`src/rtl/tlc_pkg.sv`:
```
// Shared types, constants and helpers for the tensor layout checker.
package tlc_pkg;

   localparam int MAX_DIMS = 8;
   localparam int IDX_W    = $clog2(MAX_DIMS);
   localparam int CNT_W    = $clog2(MAX_DIMS + 1);

   localparam logic [2:0] ST_OK         = 3'd0;
   localparam logic [2:0] ST_BAD_RANK   = 3'd1;
   localparam logic [2:0] ST_BAD_DTYPE  = 3'd2;
   localparam logic [2:0] ST_ZERO_EXT   = 3'd3;
   localparam logic [2:0] ST_SHAPE_OVF  = 3'd4;
   localparam logic [2:0] ST_BYTE_OVF   = 3'd5;
   localparam logic [2:0] ST_BAD_STRIDE = 3'd6;

   localparam logic [2:0] DT_F32  = 3'd0;
   localparam logic [2:0] DT_F16  = 3'd1;
   localparam logic [2:0] DT_BF16 = 3'd2;
   localparam logic [2:0] DT_I8   = 3'd3;
   localparam logic [2:0] DT_I32  = 3'd4;

   typedef struct packed {
      logic [CNT_W-1:0] count;
      logic             rank_exceeded;
      logic [2:0]       dtype;
      logic             strides_mode;
   } job_type;

   typedef struct packed {
      logic        start;
      logic [63:0] a;
      logic [63:0] b;
   } mul_req_type;

   typedef struct packed {
      logic        done;
      logic        ovf;
      logic [63:0] res;
   } mul_rsp_type;

   typedef struct packed {
      logic [2:0]  status;
      logic [63:0] elem_total;
      logic [63:0] byte_total;
      logic [63:0] span_bytes;
      logic        contiguous;
      logic [2:0]  dim_index;
      logic [63:0] out_stride;
      logic        last_result;
   } rsp_type;

   typedef enum logic [3:0] {
      S_IDLE, S_FWD_CHK, S_FWD_MUL, S_BYTES_GO, S_BYTES_MUL, S_BWD_CHK, S_BWD_MUL,
      S_SPAN_GO, S_SPAN_MUL, S_SPAN_END, S_EMIT, S_ERR
   } state_type;

   function automatic logic [2:0] elem_size(input logic [2:0] code);
      case (code)
         DT_F32, DT_I32:  elem_size = 3'd4;
         DT_F16, DT_BF16: elem_size = 3'd2;
         DT_I8:           elem_size = 3'd1;
         default:         elem_size = 3'd0;
      endcase
   endfunction

endpackage

```
`src/rtl/tlc_mul.sv`:
```
// Multicycle 64 by 64 checked multiplier built from four 32 by 32 partial products.
module tlc_mul import tlc_pkg::*; (
   input  logic        clock,
   input  logic        reset,
   input  mul_req_type req,
   output mul_rsp_type rsp
);

   logic [63:0] a_ff, b_ff, prod_ff, lo_ff, res_ff;
   logic [32:0] mid_ff;
   logic [2:0]  step_ff;
   logic        busy_ff, done_ff, ovf_ff;
   logic [31:0] a_sel, b_sel;
   logic [64:0] sum;

   assign a_sel = step_ff[0] ? a_ff[63:32] : a_ff[31:0];
   assign b_sel = step_ff[1] ? b_ff[63:32] : b_ff[31:0];
   assign sum   = {1'b0, lo_ff} + {1'b0, mid_ff[31:0], 32'd0};

   assign rsp.done = done_ff;
   assign rsp.ovf  = ovf_ff;
   assign rsp.res  = res_ff;

   always_ff @(posedge clock) begin
      prod_ff <= a_sel * b_sel;
      if (req.start) begin
         a_ff   <= req.a;
         b_ff   <= req.b;
         ovf_ff <= 1'b0;
      end else if (busy_ff) begin
         case (step_ff)
            3'd1: lo_ff <= prod_ff;
            3'd2: begin
               mid_ff <= {1'b0, prod_ff[31:0]};
               if (prod_ff[63:32] != '0) ovf_ff <= 1'b1;
            end
            3'd3: begin
               mid_ff <= mid_ff + {1'b0, prod_ff[31:0]};
               if (prod_ff[63:32] != '0) ovf_ff <= 1'b1;
            end
            3'd4: begin
               res_ff <= sum[63:0];
               if (prod_ff != '0 || mid_ff[32] || sum[64]) ovf_ff <= 1'b1;
            end
            default: ;
         endcase
      end
      if (reset) begin
         busy_ff <= 1'b0;
         done_ff <= 1'b0;
         step_ff <= '0;
      end else begin
         done_ff <= busy_ff && (step_ff == 3'd4);
         if (req.start) begin
            busy_ff <= 1'b1;
            step_ff <= '0;
         end else if (busy_ff) begin
            step_ff <= step_ff + 3'd1;
            if (step_ff == 3'd4) busy_ff <= 1'b0;
         end
      end
   end

endmodule

```
`src/rtl/tlc_back.sv`:
```
// Back end: sequencer that runs the shape, stride and span checks and emits results.
module tlc_back import tlc_pkg::*; (
   input  logic             clock,
   input  logic             reset,
   input  logic             job_valid,
   input  job_type          job,
   output logic             job_pop,
   output logic [IDX_W-1:0] rd_idx,
   input  logic [63:0]      rd_ext,
   input  logic [63:0]      rd_stride,
   output logic             rsp_valid,
   output rsp_type          rsp_data,
   input  logic             rsp_pop
);

   state_type        state_ff, state_in;
   logic [IDX_W-1:0] idx_ff;
   logic [63:0]      elems_ff, bytes_ff, expect_ff, maxoff_ff, span_ff;
   logic [63:0]      strides_ff [MAX_DIMS];
   logic             contig_ff;
   logic [2:0]       err_ff;
   logic             valid_ff;
   rsp_type          out_ff;

   mul_req_type      mreq;
   mul_rsp_type      mrsp;
   logic [63:0]      esz, cur_stride;
   logic [IDX_W-1:0] last_idx;
   logic             at_last, slot_free, bad_stride, err_set, out_wr;
   logic [2:0]       err_code;
   logic [64:0]      span_sum, end_sum;
   rsp_type          out_data;

   tlc_mul u_mul (.clock(clock), .reset(reset), .req(mreq), .rsp(mrsp));

   assign esz        = {61'd0, elem_size(job.dtype)};
   assign last_idx   = IDX_W'(job.count - CNT_W'(1));
   assign at_last    = (idx_ff == last_idx);
   assign rd_idx     = idx_ff;
   assign slot_free  = !valid_ff || rsp_pop;
   assign cur_stride = job.strides_mode ? rd_stride : expect_ff;
   assign bad_stride = ((rd_ext > 64'd1) && (rd_stride == '0))
                       || ((rd_stride & (esz - 64'd1)) != '0);
   assign span_sum   = {1'b0, maxoff_ff} + {1'b0, mrsp.res};
   assign end_sum    = {1'b0, maxoff_ff} + {1'b0, esz};
   assign rsp_valid  = valid_ff;
   assign rsp_data   = out_ff;

   // control outputs
   always_comb begin
      mreq     = '{start: 1'b0, a: elems_ff, b: rd_ext};
      err_set  = 1'b0;
      err_code = ST_OK;
      job_pop  = 1'b0;
      out_wr   = 1'b0;
      out_data = '0;
      case (state_ff)
         S_IDLE: begin
            if (job_valid) begin
               if (job.rank_exceeded || job.count == '0) begin
                  err_set  = 1'b1;
                  err_code = ST_BAD_RANK;
               end else if (esz == '0) begin
                  err_set  = 1'b1;
                  err_code = ST_BAD_DTYPE;
               end
            end
         end
         S_FWD_CHK: begin
            if (rd_ext == '0) begin
               err_set  = 1'b1;
               err_code = ST_ZERO_EXT;
            end else begin
               mreq.start = 1'b1;
            end
         end
         S_FWD_MUL: begin
            if (mrsp.done && mrsp.ovf) begin
               err_set  = 1'b1;
               err_code = ST_SHAPE_OVF;
            end
         end
         S_BYTES_GO: begin
            mreq.start = 1'b1;
            mreq.b     = esz;
         end
         S_BYTES_MUL, S_BWD_MUL: begin
            if (mrsp.done && mrsp.ovf) begin
               err_set  = 1'b1;
               err_code = ST_BYTE_OVF;
            end
         end
         S_BWD_CHK: begin
            if (job.strides_mode && bad_stride) begin
               err_set  = 1'b1;
               err_code = ST_BAD_STRIDE;
            end else begin
               mreq.start = 1'b1;
               mreq.a     = expect_ff;
            end
         end
         S_SPAN_GO: begin
            mreq.start = 1'b1;
            mreq.a     = rd_ext - 64'd1;
            mreq.b     = strides_ff[idx_ff];
         end
         S_SPAN_MUL: begin
            if (mrsp.done && (mrsp.ovf || span_sum[64])) begin
               err_set  = 1'b1;
               err_code = ST_BYTE_OVF;
            end
         end
         S_SPAN_END: begin
            if (end_sum[64]) begin
               err_set  = 1'b1;
               err_code = ST_BYTE_OVF;
            end
         end
         S_EMIT: begin
            out_data.status      = ST_OK;
            out_data.elem_total  = elems_ff;
            out_data.byte_total  = bytes_ff;
            out_data.span_bytes  = span_ff;
            out_data.contiguous  = contig_ff;
            out_data.dim_index   = 3'(idx_ff);
            out_data.out_stride  = strides_ff[idx_ff];
            out_data.last_result = at_last;
            out_wr  = slot_free;
            job_pop = slot_free && at_last;
         end
         S_ERR: begin
            out_data.status      = err_ff;
            out_data.last_result = 1'b1;
            out_wr  = slot_free;
            job_pop = slot_free;
         end
         default: ;
      endcase
   end

   // next state
   always_comb begin
      state_in = state_ff;
      if (err_set) begin
         state_in = S_ERR;
      end else begin
         case (state_ff)
            S_IDLE:      if (job_valid) state_in = S_FWD_CHK;
            S_FWD_CHK:   state_in = S_FWD_MUL;
            S_FWD_MUL:   if (mrsp.done) state_in = at_last ? S_BYTES_GO : S_FWD_CHK;
            S_BYTES_GO:  state_in = S_BYTES_MUL;
            S_BYTES_MUL: if (mrsp.done) state_in = S_BWD_CHK;
            S_BWD_CHK:   state_in = S_BWD_MUL;
            S_BWD_MUL: begin
               if (mrsp.done) begin
                  if (idx_ff != '0) state_in = S_BWD_CHK;
                  else state_in = job.strides_mode ? S_SPAN_GO : S_EMIT;
               end
            end
            S_SPAN_GO:   state_in = S_SPAN_MUL;
            S_SPAN_MUL:  if (mrsp.done) state_in = at_last ? S_SPAN_END : S_SPAN_GO;
            S_SPAN_END:  state_in = S_EMIT;
            S_EMIT:      if (slot_free && at_last) state_in = S_IDLE;
            S_ERR:       if (slot_free) state_in = S_IDLE;
            default:     state_in = S_IDLE;
         endcase
      end
   end

   // datapath
   always_ff @(posedge clock) begin
      if (err_set) err_ff <= err_code;
      case (state_ff)
         S_IDLE: begin
            idx_ff   <= '0;
            elems_ff <= 64'd1;
         end
         S_FWD_MUL: begin
            if (mrsp.done) begin
               elems_ff <= mrsp.res;
               if (!at_last) idx_ff <= idx_ff + IDX_W'(1);
            end
         end
         S_BYTES_MUL: begin
            bytes_ff  <= mrsp.res;
            expect_ff <= esz;
            contig_ff <= 1'b1;
            idx_ff    <= last_idx;
         end
         S_BWD_CHK: begin
            strides_ff[idx_ff] <= cur_stride;
            if (cur_stride != expect_ff) contig_ff <= 1'b0;
         end
         S_BWD_MUL: begin
            if (mrsp.done) begin
               expect_ff <= mrsp.res;
               span_ff   <= mrsp.res;
               maxoff_ff <= '0;
               if (idx_ff != '0) idx_ff <= idx_ff - IDX_W'(1);
            end
         end
         S_SPAN_MUL: begin
            if (mrsp.done) begin
               maxoff_ff <= span_sum[63:0];
               if (!at_last) idx_ff <= idx_ff + IDX_W'(1);
            end
         end
         S_SPAN_END: begin
            span_ff <= end_sum[63:0];
            idx_ff  <= '0;
         end
         S_EMIT: if (slot_free && !at_last) idx_ff <= idx_ff + IDX_W'(1);
         default: ;
      endcase
      if (out_wr) out_ff <= out_data;
      if (reset) begin
         state_ff <= S_IDLE;
         valid_ff <= 1'b0;
      end else begin
         state_ff <= state_in;
         if (out_wr) valid_ff <= 1'b1;
         else if (rsp_pop) valid_ff <= 1'b0;
      end
   end

endmodule

```
`config.mk`:
```
export PLATFORM = sky130hd
export DESIGN_NAME = tlc_back
export DESIGN_NICKNAME = d
export VERILOG_FILES = /design/src/rtl/tlc_pkg.sv /design/src/rtl/tlc_mul.sv /design/src/rtl/tlc_back.sv
export SDC_FILE = /design/constraint.sdc
export NUM_CORES = 2
export LEC_CHECK = 0
export BUFFER_PORTS_ARGS = -buffer_cell sky130_fd_sc_hd__buf_2
export CAP_MARGIN = 20
export CORE_UTILIZATION = 44
export DETAILED_ROUTE_END_ITERATION = 10
export PLACE_DENSITY_LB_ADDON = 0.08
export SLEW_MARGIN = 15
export SYNTH_ARGS = -nofsm -noshare
export SYNTH_HDL_FRONTEND = slang
export SYNTH_HIERARCHICAL = 1
export SYNTH_SLANG_ARGS = --single-unit
```
`constraint.sdc`:
```
create_clock -name clock -period 40.7 [get_ports clock]
set_clock_uncertainty 0.05 [all_clocks]
set_input_delay 4.07 -clock clock [delete_from_list [all_inputs] [get_ports clock]]
set_output_delay 4.07 -clock clock [all_outputs]
set_load 0.1 [all_outputs]
```
# Word level (Yosys, flattened, before mapping)
# Memory sizes are Yosys's and may differ from the RTL's. A register that Yosys moved wholly into a read port is not among the register bits.
# Index checks and enable logic that the tools add are counted.
# totals
reg_bits,955
ram_bits,512
in_bits,141
output_inout_bits,269
wordCells,214
mem_count,1
# mem_list
name,depth,word_bits,read_ports,rd_clocked_by_memory_dff,wr,line,text
strides_ff,8,64,1,1,1,tlc_back.sv:19,logic [63:0] strides_ff [MAX_DIMS];
# op_classes
addsub,10
mul,1
order_cmp,1
eq_ne,42
n_mux,71
bitwise_logic,2
reduce_logical,57
# op_table
operator,count
case mux 64 bit (2 select lines),6
two-way mux 64 bit,4
logical NOT 64 bit,3
adder 64 x 64 -> 65 bit,2
nonzero test 64 bit,2
case mux 33 bit (2 select lines),1
adder 64 x 3 -> 65 bit,1
two-way mux 65 bit,1
AND 64 bit,1
"greater-than comparator 64 x 1 -> 1 bit, second input constant",1
multiplier 32 x 32 -> 64 bit,1
two-way mux 32 bit,2
inequality test 64 bit,1
"subtractor 64 x 1 -> 64 bit, second input constant",1
case mux 4 bit (12 select lines),1
two-way mux 4 bit,11
adder 33 x 32 -> 33 bit,1
two-way mux 3 bit,11
nonzero test 32 bit,1
case mux 3 bit (7 select lines),1
two-way mux 1 bit,20
OR reduction 2 bit,10
"equality test 4 x 3 -> 1 bit, second input constant",4
"equality test 4 bit, second input constant",4
34 further kinds,93

# Depth between registers and ports, before layout
# depth
depth_word,12
mapped_depth,32

# Hierarchy
# Netlist, hierarchy kept.
# by_module_without_submodules
module,n_inst,cells_per_inst,area_per_inst_um2,seq_area_each_um2
tlc_back,1,3700,50922.6,33281.9
tlc_mul,1,4764,47430.5,10079.7

# Worst setup path before layout
# Ideal clock, no wire load.
# synth_path
kind,input -> register
from,input rd_ext[45]
to,"register u_mul.lo_ff[0], enable pin"
setup_ns,0.531
t_arrival_ns,16.684
t_required_ns,40.119
setup_slack_ns,23.435
path_stages,10
cell_sequence,or4_4 -> or3_1 -> or4_4 -> nor4_4 -> nand4_1 -> a32oi_2 -> a211oi_1 -> nor3_1 -> nand2b_1 -> nor3b_1
# synth_rtl
item,line,text
"start, declared",tlc_back.sv:9,"input logic [63:0] rd_ext,"
"end signal, assigned",tlc_mul.sv:32,3'd1: lo_ff <= prod_ff;
"end, declared",tlc_mul.sv:9,"logic [63:0] a_ff, b_ff, prod_ff, lo_ff, res_ff;"

# Worst setup path after layout
# layout_path
from,input job[5] (netlist bit)
to,output job_pop
# layout_between
elab_chain_len,4
# layout_rtl
item,line,text
"start, declared",tlc_back.sv:6,"input job_type job,"
subtractor 3 x 1 -> 3 bit,tlc_back.sv:37,assign last_idx = IDX_W'(job.count - CNT_W'(1));
equality test 3 bit,tlc_back.sv:38,assign at_last = (idx_ff == last_idx);
logical AND 1 bit,tlc_back.sv:129,job_pop = slot_free && at_last;
case mux 1 bit (2 select lines),tlc_back.sv:57,case (state_ff)
"end, declared",tlc_back.sv:7,"output logic job_pop,"
# No other way between the ends.

==> results.tsv <==
metric	value	unit
status	complete, no violations	
layout-drive-gt1-share	13.49	%
use_met3	5.955	%
routabilityCongestion	0.9725	
max_stage_delay	0.52	ns
cpLargestDelayFamily	buffers and inverters	
timing.hold.ws	0.3575	ns
dieWidth	474.8	um
worst_slew_margin_rel	17.55	%
antenna_found_initial	67	
period_share	25.14	%
multi_input_area	49940	sq um
r2r_cells	25	
path_depth	8	
cts.htree.levels	4	
rows	173	
fin_setup_tns	0	ns
ant_nets	0	
route.vias.total	70460	
cts.clk_slew.worst_paths	0.06	ns
clock-sinks	1470	
cts_hold_buf	0	
ff_latch_area	43380	sq um
crit_arrival	6.11	ns
io_buffers	409	
ctsResizeCount	0	
maxCapViolations	0	
cpMostUsedCell	buf_2	
min_path_cells	0	
cp_max_fo	4	
syn-num-nets	9911	
synth_area	98350	sq um
syn_area_per_cell	11.62	sq um
path_class	in2out	
syn_to_final_growth	11.24	%
insertion_delay	0.84	ns
wl_per_cell	30.88	um
drv_slew	0	
cp-start-kind	primary input	
die_area	225400	sq um
drtIter0Drc	7825	
fmax	0.09773	GHz
endpoint_kind	output pin	
drt_pass1_iterations	6	
postRouteWirelength	367.8	mm
drcViolationCount	0	
ys_seq_area_share	44.09	%
setup-violations-final	0	
hold_class	reg2reg	
met1_usage	43.27	%
ys_seq_elements	1470	
clock_path_buffers	3	
worstPathRequired	36.58	ns
crit_chain	buf_2, inv_1, ha_1, xnor2_1, xor2_1, a31oi_1, nor3_1, buf_2	
nNetsFinal	10220	
ys_types	99	
synth_edf_count	1392	
core-area	222100	sq um
cp_num_buf_inv	3	
routed_via_density	5.915	
cts_tree	yes	
async_flop_share	0	%
grt_pass1_vias	69240	
netlist_instances	8464	
rsz0062_at_grt	no	
grt_overflow_total	0	
ys_warn_count	6	
gr-max-usage-layer	met2	
grt_start_max_net_pins	204	
min_period	10.23	ns
post_cts_buffers	0	
initial_core_util	44.29	%
finalHoldViolCount	0	
cts_root_buf	clkbuf_16	
dp_hpwl	273.0	mm
cts_inserted_buffers	158	
io_pins	410	
worst_pin_slew	1.221	ns
n_fill_cell	20110	
grt_pass1_wl	514.1	mm
fp.dieH	474.8	um
met2_usage	50.98	%
grt_util_all_layers	32.63	%
cp_slowest_cell	buf_2	
synth_flop_cell	edfxtp_1	
-- synth_stat cells (23+ instances only) --
master,number,area [sq um]
xnor2_1,167,1463
clkbuf_1,364,1366
fa_1,901,18040
or3_1,28,175.2
nor3_1,99,495.5
and3_1,350,2190
buf_1,32,120.1
o21a_1,36,270.3
and2_1,30,187.7
mux2_2,127,1430
mux2i_1,132,1321
nor2b_1,26,162.7
nand3_1,75,375.4
xor2_1,138,1209
a21oi_1,218,1091
nand4_1,70,437.9
a211oi_1,23,172.7
nor4_1,61,381.6
edfxtp_1,1392,41800
nand2b_1,25,156.4
mux4_2,128,2883
nor2_1,900,3378
a31oi_1,23,143.9
nand2_1,821,3082
dfxtp_1,78,1562
o21ai_0,299,1496
o21bai_1,31,232.7
a221o_1,50,500.5
inv_1,1021,3832
o22ai_1,37,231.5
ha_1,405,5067
a21o_1,113,848.3
-- stage by stage --
step           setup WS [ns]  instances  instance area [sq um]  utilization [%]
2_1_floorplan          23.44       8464                  98350                -
3_3_place_gp           30.35      11580                 104100            46.88
3_5_place_dp           30.37      11590                 104100            46.88
4_1_cts                30.36      11880                 109300            49.20
5_1_grt                30.34      11900                 109400            49.25
6_report               30.47      11910                 109400            49.26
-- worst paths after layout --
| path | start | endpoint | slack [ns] |
|---|---|---|---|
| worst max-delay path | job[5] | job_pop | 30.47 |
| worst max register to register | u_mul/step_ff[1] | u_mul/prod_ff[59] | 31.13 |
| worst min-delay path | u_mul/lo_ff[19] | u_mul/res_ff[19] | 0.36 |
| worst min register to register | u_mul/lo_ff[19] | u_mul/res_ff[19] | 0.36 |
-- metal layers --
layer / part of all wire [%] / vias up / wire length [um]
met4: 5.9 / 48 / 21590
met5: 0.079 / - / 290
met3: 8.6 / 733 / 31440
met2: 46 / 3510 / 169300
met1: 39 / 36460 / 145100
li1: - / 29700 / -
-- layout make-up --
type | count | area share [%]
multi-input cells | 5555 | 45.65
flip-flops and latches | 1470 | 39.65
clock buffers | 190 | 3.781
inverters | 1021 | 3.503
well taps | 2975 | 3.402
repair buffers | 571 | 3.023
clock inverters | 99 | 0.9218
diodes | 30 | 0.06862
-- flip-flops by register name (all words and copies together), names as in the netlist, named ones only --
name           flops
state_ff           4
u_mul/ovf_ff       1
u_mul/res_ff      64
u_mul/prod_ff     64
u_mul/done_ff      1
u_mul/mid_ff      33
elems_ff          64
rsp_data         264
rd_idx             3
bytes_ff          64
rsp_valid          1
span_ff           64
u_mul/busy_ff      1
contig_ff          1
strides_ff       512
maxoff_ff         64
u_mul/a_ff        64
u_mul/b_ff        64
err_ff             3
u_mul/lo_ff       64
expect_ff         64
u_mul/step_ff      3
-- cells in the final DEF (no fill, tap or decap), types with 37 or more instances in the layout --
master	netlist	layout
nor3_1	99	92
nor4_1	61	60
o21ai_0	299	297
nand2_1	821	816
inv_1	1021	1020
xor2_1	138	138
mux2i_1	132	84
xnor2_1	167	167
a21oi_1	218	218
dfxtp_1	78	73
nand3_1	75	73
edfxtp_1	1392	1392
nand4_1	70	70
clkbuf_16	0	160
mux4_2	128	128
o22ai_1	37	37
ha_1	405	405
buf_4	3	154
and3_1	350	350
mux2i_2	0	42
mux2_2	127	127
nor2_1	900	891
fa_1	901	901
a221o_1	50	50
a21o_1	113	113
buf_2	17	411
-- cell families (layout without fill, tap and decap cells) --
kind of cell               count (synthesis)  in the layout  synth area share (%)
DFF                                     1470           1470                 44.09
AOI/OAI and AO/OA                       1004           1004                 6.671
buffers and inverters                   1439           1881                 5.534
and+or+nand+nor                         2553           2553                 11.77
adders and majority gates               1306           1306                 23.49
muxes                                    387            387                 5.728
xor gates and xnor gates                 305            305                 2.716
other                                      0             30                     0
Power is not shown: default switching activity piles up to over one toggle a cycle in this logic, so the estimate is an artifact.
